<file path="config.mk">
export PLATFORM = sky130hd
export DESIGN_NAME = hmap_cfg
export DESIGN_NICKNAME = d
export VERILOG_FILES = /design/src/hmap_pkg.sv /design/src/hmap_cfg.sv
export SDC_FILE = /design/constraint.sdc
export NUM_CORES = 1
export LEC_CHECK = 0
export ABC_CLOCK_PERIOD_IN_PS = 800
export BUFFER_PORTS_ARGS = -buffer_cell sky130_fd_sc_hd__buf_4
export CAP_MARGIN = 20
export CORE_ASPECT_RATIO = 0.75
export CORE_MARGIN = 1
export CORE_UTILIZATION = 41
export CTS_BUF_LIST = sky130_fd_sc_hd__clkbuf_8
export DETAILED_ROUTE_END_ITERATION = 10
export GPL_ROUTABILITY_DRIVEN = 0
export MAX_ROUTING_LAYER = met4
export PLACE_DENSITY = 0.85
export SLEW_MARGIN = 25
export SYNTH_ARGS = -nofsm -noshare
export SYNTH_HDL_FRONTEND = slang
export SYNTH_SLANG_ARGS = --single-unit
</file>
<file path="constraint.sdc">
create_clock -name clk_i -period 0.8 [get_ports clk_i]
set_input_delay 0.08 -clock clk_i [delete_from_list [all_inputs] [get_ports clk_i]]
set_output_delay 0.08 -clock clk_i [all_outputs]
set_load 0.02 [all_outputs]
</file>
<file path="src/hmap_pkg.sv">
package hmap_pkg;

  // Fixed widths of the request and result fields, the table size and the remainder digit.
  localparam int DATA_W   = 32;
  localparam int TS_W     = 11;
  localparam int FUNC_W   = 2;
  localparam int DIGIT_W  = 4;

  // Defaults for the top level parameters.
  localparam int DEPTH_DEF     = 1024;
  localparam int KEY_WIDTH_DEF = 32;

  // Register reset values.
  localparam logic [TS_W-1:0]   TABLE_SIZE_RST = TS_W'(1024);
  localparam logic [DATA_W-1:0] KEY_LOW_RST    = '0;

  // Register indexes on the configuration port.
  localparam logic REG_TABLE_SIZE = 1'b0;
  localparam logic REG_KEY_LOW    = 1'b1;

  // Operation codes.
  typedef enum logic [FUNC_W-1:0] {
    FUNC_SET   = 2'd0,
    FUNC_GET   = 2'd1,
    FUNC_CLEAR = 2'd2
  } func_e;

  // Sequencer states.
  typedef enum logic [2:0] {
    ST_INIT,
    ST_IDLE,
    ST_MOD,
    ST_LOOKUP,
    ST_PROBE,
    ST_CLEAR,
    ST_RESP
  } state_e;

  typedef struct packed {
    logic [FUNC_W-1:0] func;
    logic [DATA_W-1:0] key;
    logic [DATA_W-1:0] value;
  } req_t;

  typedef struct packed {
    logic [DATA_W-1:0] result_value;
    logic              found;
    logic              full_res;
  } rsp_t;

  typedef struct packed {
    logic [TS_W-1:0]   table_size;
    logic [DATA_W-1:0] key_low;
  } cfg_t;

  typedef struct packed {
    logic key_we;
    logic val_we;
  } mem_ctl_t;

endpackage

</file>
<file path="src/hmap_cfg.sv">
module hmap_cfg import hmap_pkg::*; (
  input  logic              clk_i,
  input  logic              rst_ni,
  input  logic              psel,
  input  logic              penable,
  input  logic              pwrite,
  input  logic [2:0]        paddr,
  input  logic [DATA_W-1:0] pwdata,
  output logic [DATA_W-1:0] prdata,
  output logic              pready,
  output cfg_t              cfg_o
);

  logic [TS_W-1:0]   table_size_q;
  logic [DATA_W-1:0] key_low_q;
  logic              wr_en;

  assign pready = 1'b1;
  assign wr_en  = psel && penable && pwrite;

  // Register writes; the word index is taken from the upper address bit.
  always_ff @(posedge clk_i or negedge rst_ni) begin
    if (!rst_ni) begin
      table_size_q <= TABLE_SIZE_RST;
      key_low_q    <= KEY_LOW_RST;
    end else if (wr_en) begin
      case (paddr[2])
        REG_TABLE_SIZE: table_size_q <= pwdata[TS_W-1:0];
        REG_KEY_LOW:    key_low_q    <= pwdata;
        default:        ;
      endcase
    end
  end

  // Read data mux.
  always_comb begin
    case (paddr[2])
      REG_TABLE_SIZE: prdata = DATA_W'(table_size_q);
      REG_KEY_LOW:    prdata = key_low_q;
      default:        prdata = '0;
    endcase
  end

  assign cfg_o.table_size = table_size_q;
  assign cfg_o.key_low    = key_low_q;

endmodule

</file>
==> results_dict.tcl <==
set metrics [dict create \
    run_status "complete, but fails checks" \
    failing_checks "setup timing" \
    fin_crit_ns 1.22 \
    setup.worst_path.end_class "output port" \
    ys_seq_elements 43 \
    area_of_the_placeable_core_mm2 0.00462 \
    report.final.slew_viol_count 0 \
    drive_gt1_share_pct 85.9 \
    clk_path_buf_depth 2 \
    dr_wl_cell_um 19.5 \
    grt_pass1_wl_um 10700 \
    detailed_place_hpwl_um 3610 \
    critical_path_arrival_ns 1.14 \
    track_usage_pct 27.6 \
    synth.mux.area_fraction_pct 35.1 \
    dp_slack_ns -0.239 \
    fp.dieW_um 83.7 \
    syn_to_final_growth_pct 100 \
    ff_latch_area_mm2 0.00108 \
    post-route-worst-setup-slack_ns -0.422 \
    routed_via_density 4.80 \
    mostFrequentLayoutCells "buf_6, mux2_4, buf_4" \
    grt_remaining_overflow 0 \
    syn-cell-area_mm2 0.00205 \
    synthCells 130 \
    timing.final.crit_share_pct 153 \
    worst_path_max_delay_cell "dfrtp_1" \
    largest_family_of_logic_cells_by_synthesized_area "multiplexers" \
    power_density_normalized_to_cell_area_mw_per_mm2 2490 \
    layout.cells.non_filler 362 \
    synthXorXnorAreaFrac_pct 0 \
    yosysSeqAreaShare_pct 52.4 \
    floorplan.io_pins 116 \
    nets 344 \
    total_leakage_power_nw 2.19 \
    cap_violations 0 \
    number_of_global_route_vias_before_repair 1918 \
    critPathKind "flop to output port" \
    via_count 1738 \
    die_area_mm2 0.00530 \
    start_kind "flop" \
    io_buffer_count 112 \
    report.final.hold_viol_count 0 \
    drcViolationCount 0 \
    cts_inserted_buffers 5 \
    fin_worst_skew_ns 0 \
    numPlacedInstances 304 \
    fraction_of_the_mapped_netlist_area_in_adder_cells_pct 0 \
    synth_simple_gate_area_share_pct 8.59 \
    yosysWarnings 0 \
    wirelength_um 7050 \
    drt_pre_antenna_iters 4 \
    whs_path_depth 2 \
    power.ir.vdd_worst_mv 1.59 \
    filler_cell_count 193 \
    initial_cell_density_of_the_core_pct 44.4 \
    timing.fmax_ghz 0.818 \
    dieHeight_um 63.3 \
    grt_max_degree 26 \
    numClockSinks 43 \
    most_common_cell_after_layout_fill_and_taps_aside "buf_6" \
    antenna_cells 0 \
    syn-num-nets 170 \
    h_tree_levels 2 \
    critical_path.cell_chain "mux2_4 -> buf_6" \
    critical_path_required_ns 0.72 \
    timing.hold.worst.class "input port to flop" \
    multiInputGateArea_mm2 0.00104 \
    synthesized_area_fraction_occupied_by_ao_oa_aoi_and_oai_cells_pct 0 \
    critical_path_peak_fanout 2 \
    tritoncts "yes" \
    cts.root.buffer_cell "clkbuf_8" \
    iter_0_drt_violations 46 \
    setup_violations 114 \
    num_rows 21 \
    postRouteAntennaNets 0 \
    antenna_found_initial 0 \
    r2r_cells 3 \
    rsz0062_at_grt "true" \
    synthDistinctLibCells 12 \
    postSynthAreaPerCell_um2 15.8 \
    slowest_delay_ns 0.43 \
    clock_insertion_delay_worst_skew_ns 0.29 \
    cts.clk_slew.worst_paths_ns 0.08 \
]
==> worst max-delay path: cells and delay by family (launching register included) <==
family	cells	cell delay, ns
multiplexers	1	0.29
flip-flops	1	0.43
buffers and inverters	1	0.13
==> final timing paths <==
kind	startpoint	endpoint	slack, ns
hold / removal	pwdata[14]	key_low_q[14]$_DFFE_PN0P_	0.02
hold reg to reg	table_size_q[5]$_DFFE_PN0P_	table_size_q[5]$_DFFE_PN0P_	0.56
min in group asynchronous	rst_ni	key_low_q[10]$_DFFE_PN0P_	0.14
max in group asynchronous	rst_ni	key_low_q[28]$_DFFE_PN0P_	0.26
setup reg to reg	key_low_q[31]$_DFFE_PN0P_	key_low_q[31]$_DFFE_PN0P_	-0.21
setup / recovery	table_size_q[0]$_DFFE_PN0P_	prdata[0]	-0.42
==> metrics by stage <==
stage / utilization, % / total power (W) / cell area, um2 / setup TNS [ns] / hold WS (ns)
floorplan: - / 0.00494 / 2070 / -3.93 / -0.216
global placement: 66.1 / 0.00655 / 3060 / -11.42 / -0.109
detailed placement: 66.1 / 0.00663 / 3060 / -12.17 / -0.109
CTS: 85.3 / 0.00970 / 3940 / -22.00 / 0.00682
global route: 88.9 / 0.0107 / 4110 / -26.82 / 0.00289
finish: 88.9 / 0.0102 / 4110 / -23.43 / 0.0181
==> cells by family (layout without fill, tap and decap cells) <==
| group | count (synthesis) | in the layout |
|---|---|---|
| buf+inv | 9 | 184 |
| flops | 43 | 43 |
| simple gates | 23 | 23 |
| other cells | 1 | 1 |
| mux | 54 | 54 |
==> power breakdown <==
group	leakage [nW]	switching, W	internal (W)
clock	0.0505	0.000720	0.000588
combinational	1.63	0.00221	0.00360
sequential	0.511	0.000465	0.00267
==> Yosys cell counts <==
cell / count / area [um2]
dfrtp_1: 42 / 1050
mux2_2: 24 / 270
conb_1: 1 / 3.75
mux2_4: 30 / 450
buf_6: 5 / 56.3
nand4b_4: 1 / 23.8
dfstp_2: 1 / 26.3
buf_2: 1 / 5.00
clkbuf_1: 2 / 7.51
buf_4: 1 / 7.51
nand4_4: 1 / 21.3
and2_1: 21 / 131
==> layer usage <==
metal | routed length (um) | vias to the layer above | global-route usage (%)
li1 | - | 797 | -
met1 | 2750 | 852 | 29.4
met2 | 3850 | 79 | 51.0
met3 | 358 | 10 | 6.29
met4 | 93 | 0 | 8.47
met5 | 0 | - | -
==> flip-flops by register name, summed over array words and instances, names as in the netlist <==
signal / flops
table_size_q: 11
key_low_q: 32
==> area by class of cell <==
class	count	area share (%)
flip-flops and latches	43	26.3
repair buffers	176	44.8
clock buffers	5	1.67
multi-input cells	78	25.2
well taps	57	1.73
clock inverters	3	0.304
==> what timing repair did <==
action,CTS,global route
setup buffers,42,15
hold buffers,1,0
pin swaps,16,1
resized for setup,137,35
hold endpoints to repair,43,0
endpoints found under the setup margin,76,117
Power figures use the tool's default switching activity.
