`config.mk`:
```
export PLATFORM = sky130hd
export DESIGN_NAME = hmap_mod
export DESIGN_NICKNAME = d
export VERILOG_FILES = /design/src/hmap_pkg.sv /design/src/hmap_mod.sv
export SDC_FILE = /design/constraint.sdc
export NUM_CORES = 1
export LEC_CHECK = 0
export BUFFER_PORTS_ARGS = -buffer_cell sky130_fd_sc_hd__buf_2
export CELL_PAD_IN_SITES_DETAIL_PLACEMENT = 0
export CELL_PAD_IN_SITES_GLOBAL_PLACEMENT = 1
export CORE_MARGIN = 1.5
export CORE_UTILIZATION = 45
export DETAILED_ROUTE_END_ITERATION = 10
export PLACE_DENSITY = 0.9
export RECOVER_POWER = 25
export SLEW_MARGIN = 5
export SYNTH_ARGS = -nofsm -noshare
export SYNTH_HDL_FRONTEND = slang
export SYNTH_SLANG_ARGS = --single-unit
```
`constraint.sdc`:
```
create_clock -name clk_i -period 18.4 [get_ports clk_i]
set_clock_uncertainty 0.05 [all_clocks]
set_input_delay 0.92 -clock clk_i [delete_from_list [all_inputs] [get_ports clk_i]]
set_output_delay 0.92 -clock clk_i [all_outputs]
set_load 0.1 [all_outputs]
```
`src/hmap_pkg.sv`:
```
package hmap_pkg;

  // Fixed widths of the request and result fields, the table size and the remainder digit.
  localparam int DATA_W   = 32;
  localparam int TS_W     = 11;
  localparam int FUNC_W   = 2;
  localparam int DIGIT_W  = 4;

  // Defaults for the top level parameters.
  localparam int DEPTH_DEF     = 1024;
  localparam int KEY_WIDTH_DEF = 32;

  // Register reset values.
  localparam logic [TS_W-1:0]   TABLE_SIZE_RST = TS_W'(1024);
  localparam logic [DATA_W-1:0] KEY_LOW_RST    = '0;

  // Register indexes on the configuration port.
  localparam logic REG_TABLE_SIZE = 1'b0;
  localparam logic REG_KEY_LOW    = 1'b1;

  // Operation codes.
  typedef enum logic [FUNC_W-1:0] {
    FUNC_SET   = 2'd0,
    FUNC_GET   = 2'd1,
    FUNC_CLEAR = 2'd2
  } func_e;

  // Sequencer states.
  typedef enum logic [2:0] {
    ST_INIT,
    ST_IDLE,
    ST_MOD,
    ST_LOOKUP,
    ST_PROBE,
    ST_CLEAR,
    ST_RESP
  } state_e;

  typedef struct packed {
    logic [FUNC_W-1:0] func;
    logic [DATA_W-1:0] key;
    logic [DATA_W-1:0] value;
  } req_t;

  typedef struct packed {
    logic [DATA_W-1:0] result_value;
    logic              found;
    logic              full_res;
  } rsp_t;

  typedef struct packed {
    logic [TS_W-1:0]   table_size;
    logic [DATA_W-1:0] key_low;
  } cfg_t;

  typedef struct packed {
    logic key_we;
    logic val_we;
  } mem_ctl_t;

endpackage

```
`src/hmap_mod.sv`:
```
module hmap_mod import hmap_pkg::*; #(
  parameter int KEY_WIDTH = KEY_WIDTH_DEF
) (
  input  logic                 clk_i,
  input  logic                 rst_ni,
  input  logic                 start_i,
  input  logic [KEY_WIDTH-1:0] dividend_i,
  input  logic [TS_W-1:0]      divisor_i,
  output logic                 done_o,
  output logic [TS_W-1:0]      rem_o
);

  localparam int Digits = (KEY_WIDTH + DIGIT_W - 1) / DIGIT_W;
  localparam int PadW   = Digits * DIGIT_W;
  localparam int CntW   = $clog2(Digits + 1);
  localparam int AccW   = TS_W + DIGIT_W;

  logic [PadW-1:0] sh_q;
  logic [TS_W-1:0] rem_q;
  logic [CntW-1:0] cnt_q;
  logic [TS_W-1:0] rem_next;

  // One digit per cycle, most significant first: shift the digit into the
  // partial remainder and reduce it with a short restoring chain.
  always_comb begin
    logic [AccW-1:0] acc;
    logic [AccW-1:0] sub;
    acc = {rem_q, sh_q[PadW-1 -: DIGIT_W]};
    for (int j = DIGIT_W - 1; j >= 0; j--) begin
      sub = AccW'(divisor_i) << j;
      if (acc >= sub) begin
        acc = acc - sub;
      end
    end
    rem_next = acc[TS_W-1:0];
  end

  // Digit counter.
  always_ff @(posedge clk_i or negedge rst_ni) begin
    if (!rst_ni) begin
      cnt_q <= '0;
    end else if (start_i) begin
      cnt_q <= CntW'(Digits);
    end else if (cnt_q != '0) begin
      cnt_q <= cnt_q - CntW'(1);
    end
  end

  // Dividend shifter and partial remainder.
  always_ff @(posedge clk_i) begin
    if (start_i) begin
      sh_q  <= PadW'(dividend_i);
      rem_q <= '0;
    end else if (cnt_q != '0) begin
      sh_q  <= sh_q << DIGIT_W;
      rem_q <= rem_next;
    end
  end

  assign done_o = (cnt_q == CntW'(1));
  assign rem_o  = rem_next;

endmodule

```
==> impl_metrics.py <==
metrics = {
    "sta": {
        "tns_ns": 0,
        "slew_violations": 52,
        "fin_crit_sh": 0.6480,
        "worst_pin_slew_ns": 2.357,
        "setup_viol": 0,
        "layout_min_cycle_time_ns": 11.92,
        "fmax_ghz": 0.08387,
        "maxSlewHeadroom": -0.5713,
        "finalHoldViolCount": 0,
        "grt_setup_unrepaired": "no",
    },
    "synth": {
        "ys_warn_count": 0,
        "synth_xor_area_frac": 0.04628,
        "synth_compound_gate_area_share": 0.2214,
        "synth_mux_area_frac": 0.09868,
        "ys_types": 89,
        "synth-seq-area-share": 0.2507,
        "syn-instance-count": 567,
        "ys_top_cells_by_area": "edfxtp_1 19%, ha_1 11%, mux2_2 8.4%, dfxtp_1 4.3%, nor2_1 3.9%",
        "synth_edf_count": 32,
        "yosys_most_used_dff": "edfxtp_1",
        "synth_top_family_by_area": "compound AO/OA/AOI/OAI gates",
        "synth.net_count": 663,
        "synth-async-reset-ratio": 0.08511,
        "synth_top_area_share": 0.1881,
        "yosys.area_share.simple": 0.2010,
        "synth_fa_ha_area_frac": 0.1283,
        "syn_area_um2": 5110,
        "synth_area_leader_cell": "edfxtp_1",
        "avgSynthCellArea_um2": 9.012,
        "yosys_register_bits": 47,
    },
    "worst_setup_path": {
        "regToRegSetupSlack_ns": 8.33,
        "r2r-start": "sh_q[31]",
        "critPathMaxStageDelay_ns": 0.94,
        "cpMaxStageDelayCell": "a2111oi_4",
        "startpoint_type": "primary input",
        "rr_endpoint": "rem_q[5]",
        "cp.arrival_ns": 10.95,
        "r2r_cells": 36,
        "path_class": "primary input to primary output",
        "cp.required_ns": 17.43,
        "crit_top_cell": "o21ai_0",
        "path_max_fanout": 18,
        "critPathCaptureType": "primary output",
    },
    "placement": {
        "place_congestion": 0.9945,
        "hpwl_um": 10930,
        "port_buffers": 57,
    },
    "cts": {
        "clock_path_buffers": 2,
        "cts-root-buf": "clkbuf_16",
        "worstSkewPairLatency_ns": 0.28,
        "post_cts_resized": 0,
        "hold_buffers": 0,
        "post-cts-setup-buffers": 0,
        "cts_tree": "done",
        "htree_levels": 2,
        "cts_sinks": 47,
        "cts_made_buffers": 5,
        "clkTransAtPathRegs_ns": 0.07,
    },
    "drt": {
        "wire_per_inst_um": 18.25,
        "drtIter0Drc": 341,
        "drt_pass1_iterations": 5,
        "drc_errors": 0,
        "via_per_inst": 6.033,
        "drt.antenna.violating_nets": 0,
        "num_vias": 4561,
        "wirelength_um": 13800,
    },
    "hold_path": {
        "hp-class": "primary input to async pin",
    },
    "layout": {
        "most-common-layout-cells": "55 x buf_2, 53 x nor2_1, 46 x ha_1",
        "area_growth_pct": 10.19,
        "multi_input_area_um2": 3567,
        "fill_cells": 1022,
        "finalNetCount": 711,
        "layout-drive-gt1-share": 0.2386,
        "layout_commonest_cell": "buf_2",
        "n_antenna_cell": 0,
        "regArea_um2": 1281,
    },
    "global_route": {
        "grt_pass1_vias": 4382,
        "grt_pass1_wl_um": 21960,
        "overflow": 0,
        "grtUsageTotal": 0.2371,
        "grt_max_degree": 52,
        "grt_antenna_before_repair": 0,
    },
    "outcome": {
        "violations": "capacitance limit, slew limit",
        "status": "finished, violations left",
    },
    "die": {
        "die_y_um": 109.6,
        "core_area_um2": 10940,
        "io-pin-count": 58,
        "dieArea_um2": 12000,
        "die_w_um": 109.6,
        "initial_core_util": 0.4673,
        "core.rowCount": 38,
    },
    "job": {
        "drv_cap": 1,
    },
}
[Yosys cell counts, types with 11 or more instances]
library cell	n
nor2_1	53
ha_1	46
inv_1	40
a21oi_1	38
mux2_2	38
nand2_1	34
edfxtp_1	32
o21ai_0	25
xnor2_1	16
nand4_1	12
a21o_1	11
dfxtp_1	11
xor2_1	11
[cell type report]
type,count,area share
tap,140,0.03111
inverter,40,0.02667
clock inverter,2,0.006667
multi-input combinational,463,0.6336
timing repair buffer,58,0.05156
clock buffer,6,0.02289
sequential,47,0.2276
[metrics by stage]
step,instance area (µm²),utilization,setup WS (ns),cells,hold slack [ns]
floorplan,5110,-,6.968,567,0.4400
global route,5630,0.5149,5.897,756,0.4173
global placement,5466,0.4999,6.910,748,0.4699
finish,5630,0.5149,6.477,756,0.4101
detailed placement,5466,0.4999,6.684,748,0.4854
CTS,5633,0.5151,6.656,756,0.3758
[flip-flops by register name, summed over array words and instances, names as in the netlist]
register / count
rem_q: 11
cnt_q: 4
sh_q: 32
[how the worst max path moves through the flow]
stage / end / startpoint / slack [ns] / cells past startpoint
2_1_floorplan: rem_o[4] / divisor_i[0] / 6.97 / 36
3_3_place_gp: rem_o[5] / divisor_i[7] / 6.91 / 36
3_5_place_dp: rem_o[5] / divisor_i[7] / 6.68 / 37
4_1_cts: rem_o[5] / divisor_i[7] / 6.66 / 37
5_1_grt: rem_o[5] / divisor_i[1] / 5.90 / 37
6_report: rem_o[5] / divisor_i[7] / 6.48 / 37
[critical path: cells and delay by family]
family          cells  cell delay, ns
buf+inv             3            0.63
simple gates       12            3.01
mux                 2            0.82
compound gates     16            3.97
fa+ha+maj           4            1.56
[per-layer routing]
| metal | wire length, µm | global-route usage | share of wire | up-vias |
|---|---|---|---|---|
| li1 | - | - | - | 2208 |
| met1 | 6182 | 0.3198 | 0.45 | 2146 |
| met2 | 6344 | 0.3931 | 0.46 | 175 |
| met3 | 940 | 0.03616 | 0.068 | 32 |
| met4 | 328 | 0.06586 | 0.024 | 0 |
| met5 | 0 | 0 | 0 | - |
[cells by family (layout without fill, tap and decap cells)]
kind of cell / after synthesis / in the layout
AOI/OAI and AO/OA: 156 / 156
xor gates and xnor gates: 27 / 27
adders and majority gates: 50 / 50
buffers and inverters: 57 / 106
DFF: 47 / 47
muxes: 44 / 44
and+or+nand+nor: 186 / 186
Power is left out: the tool's default activity adds up to more than one toggle a clock period on the data nets, which glitch-free logic cannot reach.
